<file path="src/rtl/sct_pkg.sv">
package sct_pkg;

  // Token kinds as delivered on the result channel.
  localparam logic [4:0] KIND_INT     = 5'd0;
  localparam logic [4:0] KIND_FLOAT   = 5'd1;
  localparam logic [4:0] KIND_IDENT   = 5'd2;
  localparam logic [4:0] KIND_LET     = 5'd3;
  localparam logic [4:0] KIND_FUNC    = 5'd4;
  localparam logic [4:0] KIND_STRING  = 5'd5;
  localparam logic [4:0] KIND_LPAREN  = 5'd6;
  localparam logic [4:0] KIND_RPAREN  = 5'd7;
  localparam logic [4:0] KIND_ASSIGN  = 5'd8;
  localparam logic [4:0] KIND_PLUS    = 5'd9;
  localparam logic [4:0] KIND_MINUS   = 5'd10;
  localparam logic [4:0] KIND_SLASH   = 5'd11;
  localparam logic [4:0] KIND_STAR    = 5'd12;
  localparam logic [4:0] KIND_PERCENT = 5'd13;
  localparam logic [4:0] KIND_SEMI    = 5'd14;
  localparam logic [4:0] KIND_COMMA   = 5'd15;
  localparam logic [4:0] KIND_DOT     = 5'd16;
  localparam logic [4:0] KIND_LBRACE  = 5'd17;
  localparam logic [4:0] KIND_RBRACE  = 5'd18;

  // Error codes.
  localparam logic [1:0] ERR_NONE    = 2'd0;
  localparam logic [1:0] ERR_NUMBER  = 2'd1;
  localparam logic [1:0] ERR_STRING  = 2'd2;
  localparam logic [1:0] ERR_ILLEGAL = 2'd3;

  // Character codes with a meaning of their own.
  localparam logic [7:0] CH_NUL   = 8'h00;
  localparam logic [7:0] CH_TAB   = 8'h09;
  localparam logic [7:0] CH_NL    = 8'h0A;
  localparam logic [7:0] CH_SPACE = 8'h20;
  localparam logic [7:0] CH_QUOTE = 8'h22;
  localparam logic [7:0] CH_MINUS = 8'h2D;
  localparam logic [7:0] CH_DOT   = 8'h2E;
  localparam logic [7:0] CH_UNDER = 8'h5F;

  // Character queue between the front and the back.
  localparam int unsigned Q_DEPTH = 4;
  localparam int unsigned Q_PTR_W = 2;
  localparam int unsigned Q_CNT_W = 3;

  // Classified character as it travels from the front to the back.
  typedef struct packed {
    logic [7:0] code;
    logic       is_zero;
    logic       is_nl;
    logic       is_ws;
    logic       is_digit;
    logic       is_alpha;
    logic       is_minus;
    logic       is_dot;
    logic       is_quote;
    logic       is_under;
    logic       is_op;
    logic [4:0] op_kind;
  } cls_t;

  // One result transaction.
  typedef struct packed {
    logic [4:0]  kind;
    logic [1:0]  err;
    logic [15:0] line;
    logic [15:0] offset;
    logic [15:0] length;
    logic        done;
  } tok_t;

endpackage

</file>
<file path="src/rtl/script_char_tokenizer.sv">
// Streaming tokenizer for a small scripting language.
// Input channel (in_valid/in_ready/in_char_code): one source byte per
// transaction; byte 0 ends the run. Result channel (out_valid/out_ready and
// the out_ fields): one transaction per token, plus a final transaction with
// out_stream_done set when byte 0 has been seen.
// A character is classified in the cycle it is accepted and written to a
// four-entry queue. The lexer state machine takes it from that registered
// queue and writes its results to a four-entry result queue, from which a
// byte's results are offered in order. One byte is taken per cycle as long
// as results are drained; a byte that yields two results needs two result
// transactions, and the lexer waits when its result queue has fewer than
// two free entries.
// Numbers, identifiers and a held minus end one byte late (the byte after
// the token decides it), so their result follows the transaction of the
// next byte; strings end on their closing quote and operators at once.
// After an error the block drops bytes until byte 0, which closes the run
// with the error code. Reset empties both queues and starts a new run at
// line 1, offset 0. When the receiver stalls, results wait in the result
// queue and then the character queue fills and in_ready falls.
module script_char_tokenizer
  import sct_pkg::*;
#(
  parameter int unsigned COUNTER_BITS = 16
) (
  input  logic        clk,
  input  logic        rst_n,
  input  logic        in_valid,
  output logic        in_ready,
  input  logic [7:0]  in_char_code,
  output logic        out_valid,
  input  logic        out_ready,
  output logic [4:0]  out_token_kind,
  output logic [1:0]  out_error_code,
  output logic [15:0] out_start_line,
  output logic [15:0] out_start_offset,
  output logic [15:0] out_text_length,
  output logic        out_stream_done
);

  logic push_valid;
  logic push_ready;
  cls_t push_cls;
  logic pop_valid;
  logic pop_ready;
  cls_t pop_cls;

  // Classifier.
  sct_front u_front (
    .in_valid     (in_valid),
    .in_ready     (in_ready),
    .in_char_code (in_char_code),
    .push_valid   (push_valid),
    .push_ready   (push_ready),
    .push_cls     (push_cls)
  );

  // Character queue.
  sct_queue u_queue (
    .clk        (clk),
    .rst_n      (rst_n),
    .push_valid (push_valid),
    .push_ready (push_ready),
    .push_cls   (push_cls),
    .pop_valid  (pop_valid),
    .pop_ready  (pop_ready),
    .pop_cls    (pop_cls)
  );

  // Lexer state machine and result queue.
  sct_back #(
    .CW (COUNTER_BITS)
  ) u_back (
    .clk              (clk),
    .rst_n            (rst_n),
    .q_valid          (pop_valid),
    .q_ready          (pop_ready),
    .q_cls            (pop_cls),
    .out_valid        (out_valid),
    .out_ready        (out_ready),
    .out_token_kind   (out_token_kind),
    .out_error_code   (out_error_code),
    .out_start_line   (out_start_line),
    .out_start_offset (out_start_offset),
    .out_text_length  (out_text_length),
    .out_stream_done  (out_stream_done)
  );

  // The closing transaction of a run carries no token.
  a_done_empty: assert property (@(posedge clk) disable iff (!rst_n)
    out_valid && out_stream_done |-> out_text_length == 16'd0 &&
                                     out_token_kind == KIND_INT)
    else $error("end-of-run result carries a token");

  // Error results report kind zero.
  a_err_kind: assert property (@(posedge clk) disable iff (!rst_n)
    out_valid && out_error_code != ERR_NONE |-> out_token_kind == KIND_INT)
    else $error("error result with a nonzero token kind");

  // Operators are single characters and never errors.
  a_op_len: assert property (@(posedge clk) disable iff (!rst_n)
    out_valid && out_token_kind >= KIND_LPAREN |->
      out_text_length == 16'd1 && out_error_code == ERR_NONE && !out_stream_done)
    else $error("operator token with a wrong length");

  // Lines count from one.
  a_line_nonzero: assert property (@(posedge clk) disable iff (!rst_n)
    out_valid |-> out_start_line != 16'd0)
    else $error("result with line number zero");

endmodule

</file>
<file path="src/rtl/sct_front.sv">
module sct_front
  import sct_pkg::*;
(
  input  logic       in_valid,
  output logic       in_ready,
  input  logic [7:0] in_char_code,
  output logic       push_valid,
  input  logic       push_ready,
  output cls_t       push_cls
);

  logic       op_hit;
  logic [4:0] op_kind;

  // Accept whenever the queue has a free slot.
  assign in_ready   = push_ready;
  assign push_valid = in_valid;

  // Single-character operators.
  always_comb begin
    op_hit  = 1'b1;
    op_kind = KIND_INT;
    unique case (in_char_code)
      8'h28:   op_kind = KIND_LPAREN;
      8'h29:   op_kind = KIND_RPAREN;
      8'h3D:   op_kind = KIND_ASSIGN;
      8'h2B:   op_kind = KIND_PLUS;
      CH_MINUS: op_kind = KIND_MINUS;
      8'h2F:   op_kind = KIND_SLASH;
      8'h2A:   op_kind = KIND_STAR;
      8'h25:   op_kind = KIND_PERCENT;
      8'h3B:   op_kind = KIND_SEMI;
      8'h2C:   op_kind = KIND_COMMA;
      CH_DOT:  op_kind = KIND_DOT;
      8'h7B:   op_kind = KIND_LBRACE;
      8'h7D:   op_kind = KIND_RBRACE;
      default: op_hit  = 1'b0;
    endcase
  end

  // Character classes used by the lexer state machine.
  always_comb begin
    push_cls.code     = in_char_code;
    push_cls.is_zero  = (in_char_code == CH_NUL);
    push_cls.is_nl    = (in_char_code == CH_NL);
    push_cls.is_ws    = (in_char_code == CH_SPACE) || (in_char_code == CH_TAB);
    push_cls.is_digit = (in_char_code >= 8'h30) && (in_char_code <= 8'h39);
    push_cls.is_alpha = ((in_char_code >= 8'h61) && (in_char_code <= 8'h7A)) ||
                        ((in_char_code >= 8'h41) && (in_char_code <= 8'h5A));
    push_cls.is_minus = (in_char_code == CH_MINUS);
    push_cls.is_dot   = (in_char_code == CH_DOT);
    push_cls.is_quote = (in_char_code == CH_QUOTE);
    push_cls.is_under = (in_char_code == CH_UNDER);
    push_cls.is_op    = op_hit;
    push_cls.op_kind  = op_kind;
  end

endmodule

</file>
<file path="src/rtl/sct_queue.sv">
module sct_queue
  import sct_pkg::*;
(
  input  logic clk,
  input  logic rst_n,
  input  logic push_valid,
  output logic push_ready,
  input  cls_t push_cls,
  output logic pop_valid,
  input  logic pop_ready,
  output cls_t pop_cls
);

  cls_t               mem_r [Q_DEPTH];
  logic [Q_PTR_W-1:0] wr_r;
  logic [Q_PTR_W-1:0] rd_r;
  logic [Q_CNT_W-1:0] cnt_r;
  logic               push;
  logic               pop;

  assign push_ready = (cnt_r != Q_CNT_W'(Q_DEPTH));
  assign pop_valid  = (cnt_r != '0);
  assign pop_cls    = mem_r[rd_r];
  assign push       = push_valid && push_ready;
  assign pop        = pop_valid && pop_ready;

  // Storage needs no reset.
  always_ff @(posedge clk) begin
    if (push) begin
      mem_r[wr_r] <= push_cls;
    end
  end

  // Pointers and fill count.
  always_ff @(posedge clk) begin
    if (!rst_n) begin
      wr_r  <= '0;
      rd_r  <= '0;
      cnt_r <= '0;
    end else begin
      if (push) begin
        wr_r <= wr_r + 1'b1;
      end
      if (pop) begin
        rd_r <= rd_r + 1'b1;
      end
      cnt_r <= cnt_r + Q_CNT_W'(push) - Q_CNT_W'(pop);
    end
  end

endmodule

</file>
<file path="src/rtl/sct_back.sv">
module sct_back
  import sct_pkg::*;
#(
  parameter int unsigned CW = 16
) (
  input  logic        clk,
  input  logic        rst_n,
  input  logic        q_valid,
  output logic        q_ready,
  input  cls_t        q_cls,
  output logic        out_valid,
  input  logic        out_ready,
  output logic [4:0]  out_token_kind,
  output logic [1:0]  out_error_code,
  output logic [15:0] out_start_line,
  output logic [15:0] out_start_offset,
  output logic [15:0] out_text_length,
  output logic        out_stream_done
);

  typedef enum logic [2:0] {
    M_IDLE, M_MINUS, M_NUMBER, M_IDENT, M_STRING, M_HALT1, M_HALT2, M_HALT3
  } mode_t;

  localparam logic [7:0] CH_LO_L = 8'h6C;
  localparam logic [7:0] CH_LO_E = 8'h65;
  localparam logic [7:0] CH_LO_T = 8'h74;
  localparam logic [7:0] CH_LO_F = 8'h66;
  localparam logic [7:0] CH_LO_U = 8'h75;
  localparam logic [7:0] CH_LO_N = 8'h6E;
  localparam logic [7:0] CH_LO_C = 8'h63;

  // Keyword tracker codes: l, le, let; f, fu, fun, func.
  localparam logic [2:0] KW_NONE = 3'd0;
  localparam logic [2:0] KW_L    = 3'd1;
  localparam logic [2:0] KW_LE   = 3'd2;
  localparam logic [2:0] KW_LET  = 3'd3;
  localparam logic [2:0] KW_F    = 3'd4;
  localparam logic [2:0] KW_FU   = 3'd5;
  localparam logic [2:0] KW_FUN  = 3'd6;
  localparam logic [2:0] KW_FUNC = 3'd7;

  localparam logic [CW-1:0] ONE = CW'(1);

  // Lexer state.
  mode_t         mode_r, mode_nxt;
  logic [1:0]    dot_r, dot_nxt;
  logic [2:0]    kw_r, kw_nxt;
  logic [CW-1:0] line_r, line_nxt;
  logic [CW-1:0] pos_r, pos_nxt;
  logic [CW-1:0] tstart_r, tstart_nxt;
  logic [CW-1:0] tline_r, tline_nxt;
  logic [CW-1:0] tlen_r, tlen_nxt;

  // Result queue.
  tok_t          ofifo_r [4];
  logic [1:0]    owr_r;
  logic [1:0]    ord_r;
  logic [2:0]    ocnt_r;

  logic          fire;
  logic          opop;
  logic          consumed;
  logic          run_reset;
  logic          case_v, idle_v, halt_v;
  tok_t          case_t, idle_t, halt_t;
  tok_t          res0, res1;
  logic [1:0]    nres;
  logic [1:0]    npush;
  logic [1:0]    halt_err;

  function automatic logic [CW-1:0] sat_inc(input logic [CW-1:0] v);
    sat_inc = (v == {CW{1'b1}}) ? v : v + ONE;
  endfunction

  function automatic logic [15:0] clamp16(input logic [CW-1:0] v);
    logic [31:0] w;
    w = 32'(v);
    clamp16 = (w > 32'h0000_FFFF) ? 16'hFFFF : w[15:0];
  endfunction

  function automatic tok_t mk_tok(input logic [4:0] kind, input logic [1:0] err,
                                  input logic [CW-1:0] line, input logic [CW-1:0] off,
                                  input logic [CW-1:0] len, input logic done);
    tok_t t;
    t.kind   = kind;
    t.err    = err;
    t.line   = clamp16(line);
    t.offset = clamp16(off);
    t.length = clamp16(len);
    t.done   = done;
    mk_tok   = t;
  endfunction

  function automatic logic [2:0] kw_next(input logic [2:0] s, input logic [7:0] c);
    logic [2:0] r;
    r = KW_NONE;
    if (s == KW_L && c == CH_LO_E) r = KW_LE;
    if (s == KW_LE && c == CH_LO_T) r = KW_LET;
    if (s == KW_F && c == CH_LO_U) r = KW_FU;
    if (s == KW_FU && c == CH_LO_N) r = KW_FUN;
    if (s == KW_FUN && c == CH_LO_C) r = KW_FUNC;
    kw_next = r;
  endfunction

  // An item enters only when the result queue can take two results.
  assign fire    = q_valid && (ocnt_r <= 3'd2);
  assign q_ready = fire;

  // Lexer step for one character.
  always_comb begin
    mode_nxt   = mode_r;
    dot_nxt    = dot_r;
    kw_nxt     = kw_r;
    line_nxt   = line_r;
    pos_nxt    = pos_r;
    tstart_nxt = tstart_r;
    tline_nxt  = tline_r;
    tlen_nxt   = tlen_r;
    consumed   = 1'b0;
    run_reset  = 1'b0;
    case_v     = 1'b0;
    case_t     = '0;
    idle_v     = 1'b0;
    idle_t     = '0;
    halt_v     = 1'b0;
    halt_t     = '0;
    halt_err   = ERR_NONE;

    // Continue or finish the token in progress.
    unique case (mode_r)
      M_MINUS: begin
        if (q_cls.is_digit) begin
          mode_nxt = M_NUMBER;
          dot_nxt  = 2'd0;
          tlen_nxt = sat_inc(tlen_r);
          consumed = 1'b1;
        end else begin
          case_v   = 1'b1;
          case_t   = mk_tok(KIND_MINUS, ERR_NONE, tline_r, tstart_r, ONE, 1'b0);
          mode_nxt = M_IDLE;
        end
      end
      M_NUMBER: begin
        if (q_cls.is_digit || (q_cls.is_dot && dot_r < 2'd2)) begin
          if (q_cls.is_dot) begin
            dot_nxt = dot_r + 2'd1;
          end
          tlen_nxt = sat_inc(tlen_r);
          consumed = 1'b1;
        end else if (q_cls.is_alpha || dot_r >= 2'd2) begin
          case_v   = 1'b1;
          case_t   = mk_tok(KIND_INT, ERR_NUMBER, tline_r, tstart_r, tlen_r, 1'b0);
          mode_nxt = M_HALT1;
          consumed = 1'b1;
        end else begin
          case_v   = 1'b1;
          case_t   = mk_tok((dot_r != 2'd0) ? KIND_FLOAT : KIND_INT, ERR_NONE,
                            tline_r, tstart_r, tlen_r, 1'b0);
          mode_nxt = M_IDLE;
        end
      end
      M_IDENT: begin
        if (q_cls.is_alpha || q_cls.is_digit || q_cls.is_under) begin
          kw_nxt   = kw_next(kw_r, q_cls.code);
          tlen_nxt = sat_inc(tlen_r);
          consumed = 1'b1;
        end else begin
          case_v   = 1'b1;
          case_t   = mk_tok((kw_r == KW_LET) ? KIND_LET :
                            (kw_r == KW_FUNC) ? KIND_FUNC : KIND_IDENT,
                            ERR_NONE, tline_r, tstart_r, tlen_r, 1'b0);
          mode_nxt = M_IDLE;
        end
      end
      M_STRING: begin
        consumed = 1'b1;
        if (q_cls.is_quote) begin
          case_v   = 1'b1;
          case_t   = mk_tok(KIND_STRING, ERR_NONE, tline_r, tstart_r, tlen_r, 1'b0);
          mode_nxt = M_IDLE;
        end else if (q_cls.is_zero) begin
          case_v   = 1'b1;
          case_t   = mk_tok(KIND_INT, ERR_STRING, tline_r, tstart_r, tlen_r, 1'b0);
          mode_nxt = M_HALT2;
        end else begin
          tlen_nxt = sat_inc(tlen_r);
        end
      end
      M_IDLE: begin
        consumed = 1'b0;
      end
      default: begin
        consumed = 1'b1;
      end
    endcase

    // Start a new token, emit a single-character or end-of-run result, or skip a blank.
    if (!consumed && mode_nxt == M_IDLE) begin
      priority if (q_cls.is_zero) begin
        idle_v    = 1'b1;
        idle_t    = mk_tok(KIND_INT, ERR_NONE, line_r, pos_r, '0, 1'b1);
        run_reset = 1'b1;
      end else if (q_cls.is_nl) begin
        line_nxt = sat_inc(line_r);
      end else if (q_cls.is_ws) begin
        line_nxt = line_r;
      end else if (q_cls.is_digit || q_cls.is_minus || q_cls.is_alpha ||
                   q_cls.is_quote) begin
        tline_nxt  = line_r;
        dot_nxt    = 2'd0;
        kw_nxt     = KW_NONE;
        tstart_nxt = pos_r;
        tlen_nxt   = ONE;
        if (q_cls.is_digit) begin
          mode_nxt = M_NUMBER;
        end else if (q_cls.is_minus) begin
          mode_nxt = M_MINUS;
        end else if (q_cls.is_alpha) begin
          mode_nxt = M_IDENT;
          kw_nxt   = (q_cls.code == CH_LO_L) ? KW_L :
                     (q_cls.code == CH_LO_F) ? KW_F : KW_NONE;
        end else begin
          mode_nxt   = M_STRING;
          tstart_nxt = sat_inc(pos_r);
          tlen_nxt   = '0;
        end
      end else if (q_cls.is_op) begin
        idle_v = 1'b1;
        idle_t = mk_tok(q_cls.op_kind, ERR_NONE, line_r, pos_r, ONE, 1'b0);
      end else begin
        idle_v   = 1'b1;
        idle_t   = mk_tok(KIND_INT, ERR_ILLEGAL, line_r, pos_r, ONE, 1'b0);
        mode_nxt = M_HALT3;
      end
    end

    // End of input while halted closes the run with its error.
    if (mode_nxt == M_HALT1) halt_err = ERR_NUMBER;
    if (mode_nxt == M_HALT2) halt_err = ERR_STRING;
    if (mode_nxt == M_HALT3) halt_err = ERR_ILLEGAL;
    if (halt_err != ERR_NONE && q_cls.is_zero) begin
      halt_v    = 1'b1;
      halt_t    = mk_tok(KIND_INT, halt_err, line_r, pos_r, '0, 1'b1);
      run_reset = 1'b1;
    end else if (!q_cls.is_zero) begin
      pos_nxt = sat_inc(pos_r);
    end

    if (run_reset) begin
      mode_nxt   = M_IDLE;
      dot_nxt    = 2'd0;
      kw_nxt     = KW_NONE;
      line_nxt   = ONE;
      pos_nxt    = '0;
      tstart_nxt = '0;
      tline_nxt  = ONE;
      tlen_nxt   = '0;
    end
  end

  // Order the results of this character: token end, then new one, then close.
  always_comb begin
    res0  = case_v ? case_t : (idle_v ? idle_t : halt_t);
    res1  = (case_v && idle_v) ? idle_t : halt_t;
    nres  = 2'(case_v) + 2'(idle_v) + 2'(halt_v);
    npush = fire ? nres : 2'd0;
  end

  assign opop      = (ocnt_r != 3'd0) && out_ready;
  assign out_valid = (ocnt_r != 3'd0);

  // Result storage needs no reset.
  always_ff @(posedge clk) begin
    if (npush != 2'd0) begin
      ofifo_r[owr_r] <= res0;
    end
    if (npush == 2'd2) begin
      ofifo_r[owr_r + 2'd1] <= res1;
    end
  end

  // Lexer state and result queue pointers.
  always_ff @(posedge clk) begin
    if (!rst_n) begin
      mode_r   <= M_IDLE;
      dot_r    <= 2'd0;
      kw_r     <= KW_NONE;
      line_r   <= ONE;
      pos_r    <= '0;
      tstart_r <= '0;
      tline_r  <= ONE;
      tlen_r   <= '0;
      owr_r    <= '0;
      ord_r    <= '0;
      ocnt_r   <= '0;
    end else begin
      if (fire) begin
        mode_r   <= mode_nxt;
        dot_r    <= dot_nxt;
        kw_r     <= kw_nxt;
        line_r   <= line_nxt;
        pos_r    <= pos_nxt;
        tstart_r <= tstart_nxt;
        tline_r  <= tline_nxt;
        tlen_r   <= tlen_nxt;
      end
      owr_r  <= owr_r + npush;
      if (opop) begin
        ord_r <= ord_r + 2'd1;
      end
      ocnt_r <= ocnt_r + 3'(npush) - 3'(opop);
    end
  end

  assign out_token_kind   = ofifo_r[ord_r].kind;
  assign out_error_code   = ofifo_r[ord_r].err;
  assign out_start_line   = ofifo_r[ord_r].line;
  assign out_start_offset = ofifo_r[ord_r].offset;
  assign out_text_length  = ofifo_r[ord_r].length;
  assign out_stream_done  = ofifo_r[ord_r].done;

endmodule

</file>
<file path="config.mk">
export PLATFORM = sky130hd
export DESIGN_NAME = script_char_tokenizer
export DESIGN_NICKNAME = d
export VERILOG_FILES = /design/src/rtl/sct_pkg.sv /design/src/rtl/script_char_tokenizer.sv /design/src/rtl/sct_front.sv /design/src/rtl/sct_queue.sv /design/src/rtl/sct_back.sv
export SDC_FILE = /design/constraint.sdc
export NUM_CORES = 1
export LEC_CHECK = 0
export ABC_CLOCK_PERIOD_IN_PS = 4800
export BUFFER_PORTS_ARGS = -buffer_cell sky130_fd_sc_hd__buf_2
export CELL_PAD_IN_SITES_DETAIL_PLACEMENT = 0
export CELL_PAD_IN_SITES_GLOBAL_PLACEMENT = 2
export CORE_MARGIN = 4
export CORE_UTILIZATION = 39
export DETAILED_ROUTE_END_ITERATION = 10
export PLACE_DENSITY = 0.75
export SLEW_MARGIN = 20
export SYNTH_ARGS = -nofsm -noshare
export SYNTH_HDL_FRONTEND = slang
export SYNTH_SLANG_ARGS = --single-unit
</file>
<file path="constraint.sdc">
create_clock -name clk -period 4.8 [get_ports clk]
set_input_delay 0.96 -clock clk [delete_from_list [all_inputs] [get_ports clk]]
set_output_delay 0.96 -clock clk [all_outputs]
set_load 0.005 [all_outputs]
</file>
# Yosys cells after proc, flatten, opt, wreduce, memory -nomap -nowiden
# Memory sizes are Yosys's and may differ from the RTL's. A register that Yosys moved wholly into a read port is not among the register bits.
# Cells that the tools add are included.
[totals] latchBits=0 n_memories=2 ramBits=316 romBits=0 reg_bits=102 inputBits=12 elab_cells=270
[mem_list] name="u_back.ofifo_r" words=4 word_bits=56 read_ports=1 rd_clocked_by_memory_dff=1 wr=2 line_no="sct_back.sv:56" rtl="tok_t ofifo_r [4];"
[mem_list] name="u_queue.mem_r" words=4 word_bits=23 read_ports=1 rd_clocked_by_memory_dff=1 wr=1 line_no="sct_queue.sv:14" rtl="cls_t mem_r [Q_DEPTH];"
[op_classes] mul=0 shift=0 n_eq_ne=49 n_reduce_logical=41 n_bitwise=0 add_sub_neg=15 muxes=140 n_lt_le_gt_ge=9 div=0
[op_table] operator="2-to-1 mux 56 bit" n=13
[op_table] operator="2-to-1 mux 16 bit" n=38
[op_table] operator="case mux 56 bit (4 select lines)" n=1
[op_table] operator="== test 8 x 6 -> 1 bit (second input constant)" n=13
[op_table] operator="2-to-1 mux 51 bit" n=2
[op_table] operator="2-to-1 mux 3 bit" n=32
[op_table] operator="== test 8 x 7 -> 1 bit (second input constant)" n=10
[op_table] operator="case mux 5 bit (13 select lines)" n=1
[op_table] operator="case mux 16 bit (4 select lines)" n=1
[op_table] operator="2-to-1 mux 55 bit" n=1
[op_table] operator="adder 16 x 1 -> 16 bit (second input constant)" n=3
[op_table] operator="== test 16 bit (second input constant)" n=3
[op_table] operator="2-to-1 mux 2 bit" n=19
[op_table] operator="2-to-1 mux 1 bit" n=27
[op_table] operator="== test 3 bit (second input constant)" n=8
[op_table] operator="== test 8 x 4 -> 1 bit (second input constant)" n=2
[op_table] operator="greater-or-equal comparator 8 x 7 -> 1 bit (second input constant)" n=2
[op_table] operator="less-or-equal comparator 8 x 7 -> 1 bit (second input constant)" n=2
[op_table] operator="logical AND 1 bit" n=16
[op_table] operator="OR reduction 13 bit" n=1
[op_table] operator="== test 3 x 2 -> 1 bit (second input constant)" n=4
[op_table] operator="case mux 3 bit (4 select lines)" n=1
[op_table] operator="nonzero test 2 bit" n=6
[op_table] operator="adder 2 x 1 -> 2 bit (second input constant)" n=5
[op_table] operator="other kinds (27)" n=43

# Depth between registers and ports, before layout
# Gate-level depths: netlist of run 1.
[depth] depth_word=23 depth_mapped=16

# By module
# From an unflattened synthesis of run 1, not the netlist that was laid out.
[hier_totals] hier_cells=2070 area_unflattened_um2=21946.0
[by_module_without_submodules] module="sct_back" cells_each=1825 n_inst=1 seq_area_each_um2=8067.7 area_each_um2=17628.2
[by_module_without_submodules] module="sct_queue" cells_each=168 n_inst=1 seq_area_each_um2=2942.8 area_each_um2=3833.7
[by_module_without_submodules] module="sct_front" cells_each=77 n_inst=1 seq_area_each_um2=0.0 area_each_um2=484.2

# Least setup slack after synthesis of run 1
# OpenSTA, ideal clock, no wires.
[synth_timing] path_type="register to register" start="reg (tool-made name)" end="mem u_back.ofifo_r[1][0] in the netlist's numbering, enable pin" period_less_slack_ps=5136 setup_time_ps=537 stages_incl_launch_ff=14 arrival_time_ps=4599 setup_slack_ps=-336 path_cell_list="dfxtp_1 -> buf_6 -> buf_2 -> mux4_2 -> or4_4 -> buf_6 -> o31ai_4 -> nand2_1 -> fa_1 -> nand2_1 -> nand4b_1 -> clkbuf_1 -> clkbuf_1 -> nand2_1"
[synth_rtl] item="to (decl)" line_no="sct_back.sv:56"

==> results of run 1 <==
==> synthesized netlist by cell type, drive strengths merged (10+ instances only) <==
cell type / n
edfxtp: 256
dfxtp: 166
nand2: 148
a22o: 130
o21ai: 123
clkbuf: 120
nand3: 118
mux4: 73
nor2: 67
a21oi: 58
buf: 47
nor3: 43
o22ai: 36
inv: 31
mux2i: 27
nand4: 23
and3: 18
xnor2: 18
ha: 15
nand2b: 13
o211ai: 13
or4: 13
a31oi: 12
nand3b: 12
a211oi: 10
==> metrics by stage <==
step | hold slack, ns | area [µm²] | setup slack, ns
global placement | 0.447 | 21500 | 0.286
CTS | 0.470 | 23100 | 0.226
global route | 0.495 | 23100 | 0.00641
detailed placement | 0.456 | 21500 | 0.242
floorplan | 0.438 | 20400 | 0.0515
finish | 0.466 | 23100 | 0.293
==> critical path, stage by stage, from the launching register on <==
cell and delay (ns):
dfxtp_1 0.53, mux4_2 0.57, buf_4 0.22, o41ai_1 0.45, and3_1 0.25, nand2_1 0.08, fa_1 0.50, nand2_1 0.19
nand4_1 0.14, o21ai_1 0.44, a21boi_2 0.75, a22o_1 0.26
==> logic make-up (layout without fill, tap and decap cells) <==
| logic type | Yosys count | count (layout) |
|---|---|---|
| buf+inv | 200 | 269 |
| mux | 103 | 103 |
| fa+ha+maj | 18 | 18 |
| xor+xnor | 25 | 25 |
| simple gates | 533 | 533 |
| compound gates | 462 | 463 |
| flops | 422 | 422 |
==> per-layer routing <==
metal,wire (µm),global-route usage (%),vias to the layer above
met5,0,0,-
met4,1590,6.49,0
met3,2800,2.91,91
met2,27400,32.7,412
met1,25100,27.0,7352
li1,-,-,6917
==> area by class of cell <==
class / instances / share of cell area [%]
inverter: 33 / 0.535
clock inverter: 25 / 1.42
sequential: 422 / 47.6
multi-input combinational: 1142 / 36.7
tap: 680 / 3.68
clock buffer: 62 / 5.50
timing repair buffer: 149 / 4.57
==> final timing paths <==
kind	start	to	slack [ns]
hold / removal	u_back.ofifo_r[2][13]	u_back.ofifo_r[2][13]	0.47
setup / recovery	flip-flop	u_back.ofifo_r[3][25]	0.29
hold reg to reg	u_back.ofifo_r[2][13]	u_back.ofifo_r[2][13]	0.47
setup reg to reg	flip-flop	u_back.ofifo_r[3][25]	0.29
==> flip-flops by register name, indices dropped and copies added, names as in the netlist, named ones only <==
signal and count:
u_back.ofifo_r 224, u_queue.mem_r 92, u_back.line_r 16, u_back.pos_r 16
u_back.tlen_r 16, u_back.tline_r 16, u_back.tstart_r 16, u_back.kw_r 3
u_back.mode_r 3, u_back.ocnt_r 3, u_queue.cnt_r 3, u_back.dot_r 2
u_back.ord_r 2, u_back.owr_r 2, u_queue.rd_r 2, u_queue.wr_r 2
==> what timing repair did <==
item | in CTS | in global routing
buffers inserted | 0 | 3
endpoints found under the setup margin | 0 | 11
gates resized for setup | 0 | 1
==> cells in the final DEF (no fill, tap or decap), types with 10 or more instances in the layout <==
cell	instances
a211oi_1	10
a21oi_1	57
a22o_1	130
a31oi_1	12
and3_1	18
buf_2	69
buf_4	71
clkbuf_1	12
clkbuf_16	48
dfxtp_1	164
edfxtp_1	256
ha_1	15
inv_1	30
mux2i_1	27
mux4_2	73
nand2_1	144
nand2b_1	13
nand3_1	118
nand3b_1	12
nand4_1	23
nor2_1	63
nor3_1	40
o21ai_0	119
o22ai_1	36
or4_1	12
xnor2_1	18
==> report_power, final <==
part | switching (mW) | total, mW | internal, mW
sequential | 0.397 | 4.72 | 4.33
combinational | 2.22 | 3.60 | 1.38
clock | 1.47 | 3.73 | 2.26
==> metrics.cfg, run 1 <==
[cts]
cts_root_buf = clkbuf_16
clk_pin_slew_ns = 0.06
cts_tree = built
clock_latency_ns = 0.58
hold_buffers = 0
cts_sinks = 422
htree_levels = 2
clock_path_buffers = 3
cts_made_buffers = 47

[worst_setup_path]
required_ns = 5.25
endpoint_kind = flip-flop
cp.arrival_ns = 4.96
crit_fanout = 21
ff2ff_path_depth = 11
crit_type = reg -> reg
start_kind = flip-flop

[route]
ant_nets = 0
routed_wl_mm = 56.9
drt_iter0_markers = 1125
dr.pass1.iters = 5
viasPerCell = 5.88
drc = 0
vias = 14800
drt-wirelength-per-cell_um = 22.6

[global_routing]
grt_max_degree = 44
overflow = 0
antenna_found_initial = 0
grt_usage_pct = 19.8
grt_pass1_wl_mm = 87.9
grt_pass1_vias = 14600

[min_path]
hold_path_depth = 2
hold_class = reg -> reg

[logic_synthesis]
synth_top_area_share_pct = 37.8
ys_ff_latch = 422
synth_edf_count = 256
synth_xor_area_share_pct = 1.08
syn-num-nets = 1793
yosys.cell_types.count = 81
synthAdderAreaFrac_pct = 1.22
synth-async-reset-ratio_pct = 0
syn_area_mm2 = 0.0203
yosys_warnings = 0
synth_flop_cell = edfxtp_1
yosys.area_share.simple_pct = 13.5
synth_mux_area_share_pct = 9.58
synth_compound_area_share_pct = 16.1
avgSynthCellArea_um2 = 11.5
synth_seq_area_share_pct = 54.1
synth_top_family_by_area = compound AO/OA/AOI/OAI gates
syn_inst = 1763
synth.area.top_cells = edfxtp_1, dfxtp_1, mux4_2, a22o_1, o21ai_0
synth_area_leader_cell = edfxtp_1

[die]
die_width_um = 236
core_mm2 = 0.0515
boundaryPins = 70
die_h_um = 236
rows = 83
floorplan.die_area_mm2 = 0.0559
initial_core_util_pct = 39.5

[power_and_ir_drop]
peakVddDrop_uv = 337
p_leak_nw = 7.45
powerDensity_mw_per_mm2 = 521
p_total_mw = 12.0

[timing]
period_share_pct = 93.9
relSlewSlack_pct = 37.2
fin_tns_setup_ns = 0
drv_slew = 0
finalHoldViolCount = 0
rsz0062_at_grt = false
setup_viol = 0
min_period_ns = 4.51
clock.fmax_ghz = 0.222
worst_slew_pin_slew_ns = 0.942
skew_ns = 0.0201

[cells_and_area]
syn2layout_area_growth_pct = 13.8
layout.area.seq_mm2 = 0.0110
final_util_pct = 44.9
fill_cells = 4817
insertedDiodeCount = 0
drive_above_1_share_pct = 18.2
final_cells = 2513
multi_input_area_mm2 = 0.00850
final_nets = 1825

[placed_design]
gp_congestion = 0.872
dp_cells = 2422
hpwl_mm = 36.7
portBuffers = 69

[run_status]
status = completed

[flow_run]
max_cap_violations = 0

No activity file was read; power rests on OpenSTA's default activity.
==> run 2: changes to the inputs <==
- REMOVE_ABC_BUFFERS: default -> 1
==> metrics.cfg, run 2 (same netlist as run 1, synthesis figures left out) <==
[run_status]
status = completed  ; unchanged

[worst_setup_path]
start_kind = flip-flop  ; unchanged
crit_type = reg -> reg  ; unchanged
critPathMostFrequentCell = nand2_1  ; unchanged
cp_slowest_cell = a21boi_2  ; unchanged
path_buf_inv = 1  ; unchanged
endpoint_kind = flip-flop  ; unchanged
cpPeakStageDelay_ns = 0.75  ; about the same
cp.arrival_ns = 4.96  ; about the same
crit_fanout = 11  ; was 21
crit_chain = buf_4, mux4_2, or4_4, o31ai_4, nand2_1, fa_1, nand2_1, nand4_1, o21ai_1, a21boi_2, a22o_1  ; was mux4_2, buf_4, o41ai_1, and3_1, nand2_1, fa_1, nand2_1, nand4_1, o21ai_1, a21boi_2, a22o_1
required_ns = 5.25  ; about the same
critical-path-top-delay-family = compound AO/OA/AOI/OAI gates  ; unchanged

[timing]
min_period_ns = 4.51  ; about the same
rsz0062_at_grt = false  ; unchanged
clock.fmax_ghz = 0.222  ; about the same
worst_slew_pin_slew_ns = 1.10  ; was 0.942 ns
period_share_pct = 94.0  ; was 93.9%
drv_slew = 0  ; unchanged
finalHoldViolCount = 0  ; unchanged
relSlewSlack_pct = 26.0  ; was 37.2%
setup_viol = 0  ; unchanged
fin_tns_setup_ns = 0  ; unchanged
hold_ws_ns = 0.471  ; was 0.466 ns
skew_ns = 0.0224  ; was 0.0201 ns
setup_slack_ns = 0.288  ; was 0.293 ns

[cells_and_area]
reg_top3 = u_back.ofifo_r x224, u_queue.mem_r x92  ; unchanged
largest_reg_flops = 224  ; unchanged
final_nets = 1828  ; was 1825
layout.area.seq_mm2 = 0.0110  ; unchanged
layout_commonest_cell = edfxtp_1  ; unchanged
fill_cells = 4921  ; was 4817
syn2layout_area_growth_pct = 13.6  ; was 13.8%
final_cell_mix = edfxtp_1, dfxtp_1, nand2_1  ; unchanged
drive_above_1_share_pct = 18.7  ; was 18.2%
top_register = u_back.ofifo_r  ; unchanged
multi_input_area_mm2 = 0.00853  ; was 0.00850 mm²
stdcell_area_mm2 = 0.0231  ; about the same
insertedDiodeCount = 0  ; unchanged

[route]
viasPerCell = 5.90  ; was 5.88
drc = 0  ; unchanged
vias = 14800  ; about the same
dr.pass1.iters = 5  ; unchanged
drt_iter0_markers = 1048  ; was 1125
ant_nets = 0  ; unchanged
drt-wirelength-per-cell_um = 22.8  ; was 22.6 µm
routed_wl_mm = 57.3  ; was 56.9 mm

[placed_design]
hpwl_mm = 36.2  ; was 36.7 mm
dpl_cell_area_mm2 = 0.0215  ; about the same
pre_cts_slack_ns = 0.145  ; was 0.242 ns
portBuffers = 69  ; unchanged
gp_congestion = 0.855  ; was 0.872

[global_routing]
grt_pass1_vias = 14600  ; about the same
grt_max_degree = 59  ; was 44
grt_pass1_wl_mm = 87.8  ; was 87.9 mm
grt_usage_pct = 19.8  ; about the same
antenna_found_initial = 0  ; unchanged
overflow = 0  ; unchanged

[power_and_ir_drop]
clkPwrFrac_pct = 30.4  ; was 30.9%
peakVddDrop_uv = 293  ; was 337 µV
power_frac_seq_pct = 39.2  ; about the same
p_sw_share_pct = 34.3  ; was 33.9%
p_int_mw = 7.88  ; was 7.96 mW
netSwitchingPower_mw = 4.12  ; was 4.09 mW
combPwrFrac_pct = 30.4  ; was 29.9%
p_leak_nw = 7.46  ; was 7.45 nW
powerDensity_mw_per_mm2 = 519  ; was 521 mW/mm²
p_total_mw = 12.0  ; about the same

[die]
floorplan.die_area_mm2 = 0.0559  ; unchanged
rows = 83  ; unchanged
core_mm2 = 0.0515  ; unchanged
initial_core_util_pct = 39.5  ; unchanged
boundaryPins = 70  ; unchanged
die_h_um = 236  ; unchanged
die_width_um = 236  ; unchanged

[cts]
hold_buffers = 0  ; unchanged
cts_root_buf = clkbuf_16  ; unchanged
clock_latency_ns = 0.58  ; about the same
htree_levels = 2  ; unchanged
cts_made_buffers = 47  ; unchanged
clock_path_buffers = 3  ; unchanged
cts_sinks = 422  ; unchanged
clk_pin_slew_ns = 0.06  ; about the same
cts_tree = built  ; unchanged

[flow_run]
max_cap_violations = 0  ; unchanged

[min_path]
hold_class = reg -> reg  ; unchanged

[run 2: cell count changes in the layout (fill, tap and decap cells not counted), sizes merged]
cell | before | now
a21boi | 7 | 8
buf | 149 | 151
bufinv | 7 | 5
clkbuf | 62 | 59
clkinv | 14 | 22
inv | 35 | 32
[run 2: worst register-to-register path, delay by kind of cell, from the launching register on]
family / cells / cell delay [ns]
fa+ha+maj: 1 / 0.51
mux: 1 / 0.51
simple gates: 4 / 0.95
buf+inv: 1 / 0.21
compound gates: 4 / 1.74
flops: 1 / 0.48
[run 2: worst paths after layout]
check        depth (start not counted)  slack (ns)            startpoint               endpoint
max reg2reg                         11        0.29             flip-flop  u_back.ofifo_r[3][48]
min reg2reg                          2        0.47  u_back.ofifo_r[1][2]   u_back.ofifo_r[1][2]
max                                 11        0.29             flip-flop  u_back.ofifo_r[3][48]
min                                  2        0.47  u_back.ofifo_r[1][2]   u_back.ofifo_r[1][2]
[run 2: power by group through the flow]
stage               logic [mW]  clock network (mW)  registers [mW]
global route              3.97                3.89            4.77
detailed placement        3.66                   0            4.78
CTS                       3.68                3.74            4.71
finish                    3.64                3.65            4.70
global placement          3.64                   0            4.76
floorplan                 2.07                   0            4.75
[run 2: routing by layer]
metal | global-route usage [%] | wire [µm]
met2 | 31.7 | 26300
met4 | 5.27 | 1360
met5 | 0 | 0
met1 | 27.9 | 26300
met3 | 3.62 | 3320
[run 2: cell type report]
| type | instances | area share (%) |
|---|---|---|
| Clock inverter | 28 | 1.15 |
| Timing Repair Buffer | 151 | 4.43 |
| Tap cell | 680 | 3.68 |
| Sequential cell | 422 | 47.7 |
| Multi-Input combinational cell | 1143 | 36.9 |
| Clock buffer | 59 | 5.64 |
| Inverter | 33 | 0.536 |
[run 2: per-stage QoR]
step,utilization [%],std cells
after detailed placement,41.7,2425
after CTS,44.8,2512
after floorplan,-,1596
final,44.9,2516
after global placement,41.7,2425
after global routing,44.9,2516
[run 2: what timing repair did]
item / CTS / global route
buffers inserted: 0 / 2
resized for setup: 0 / 2
setup endpoints to repair: 0 / 20
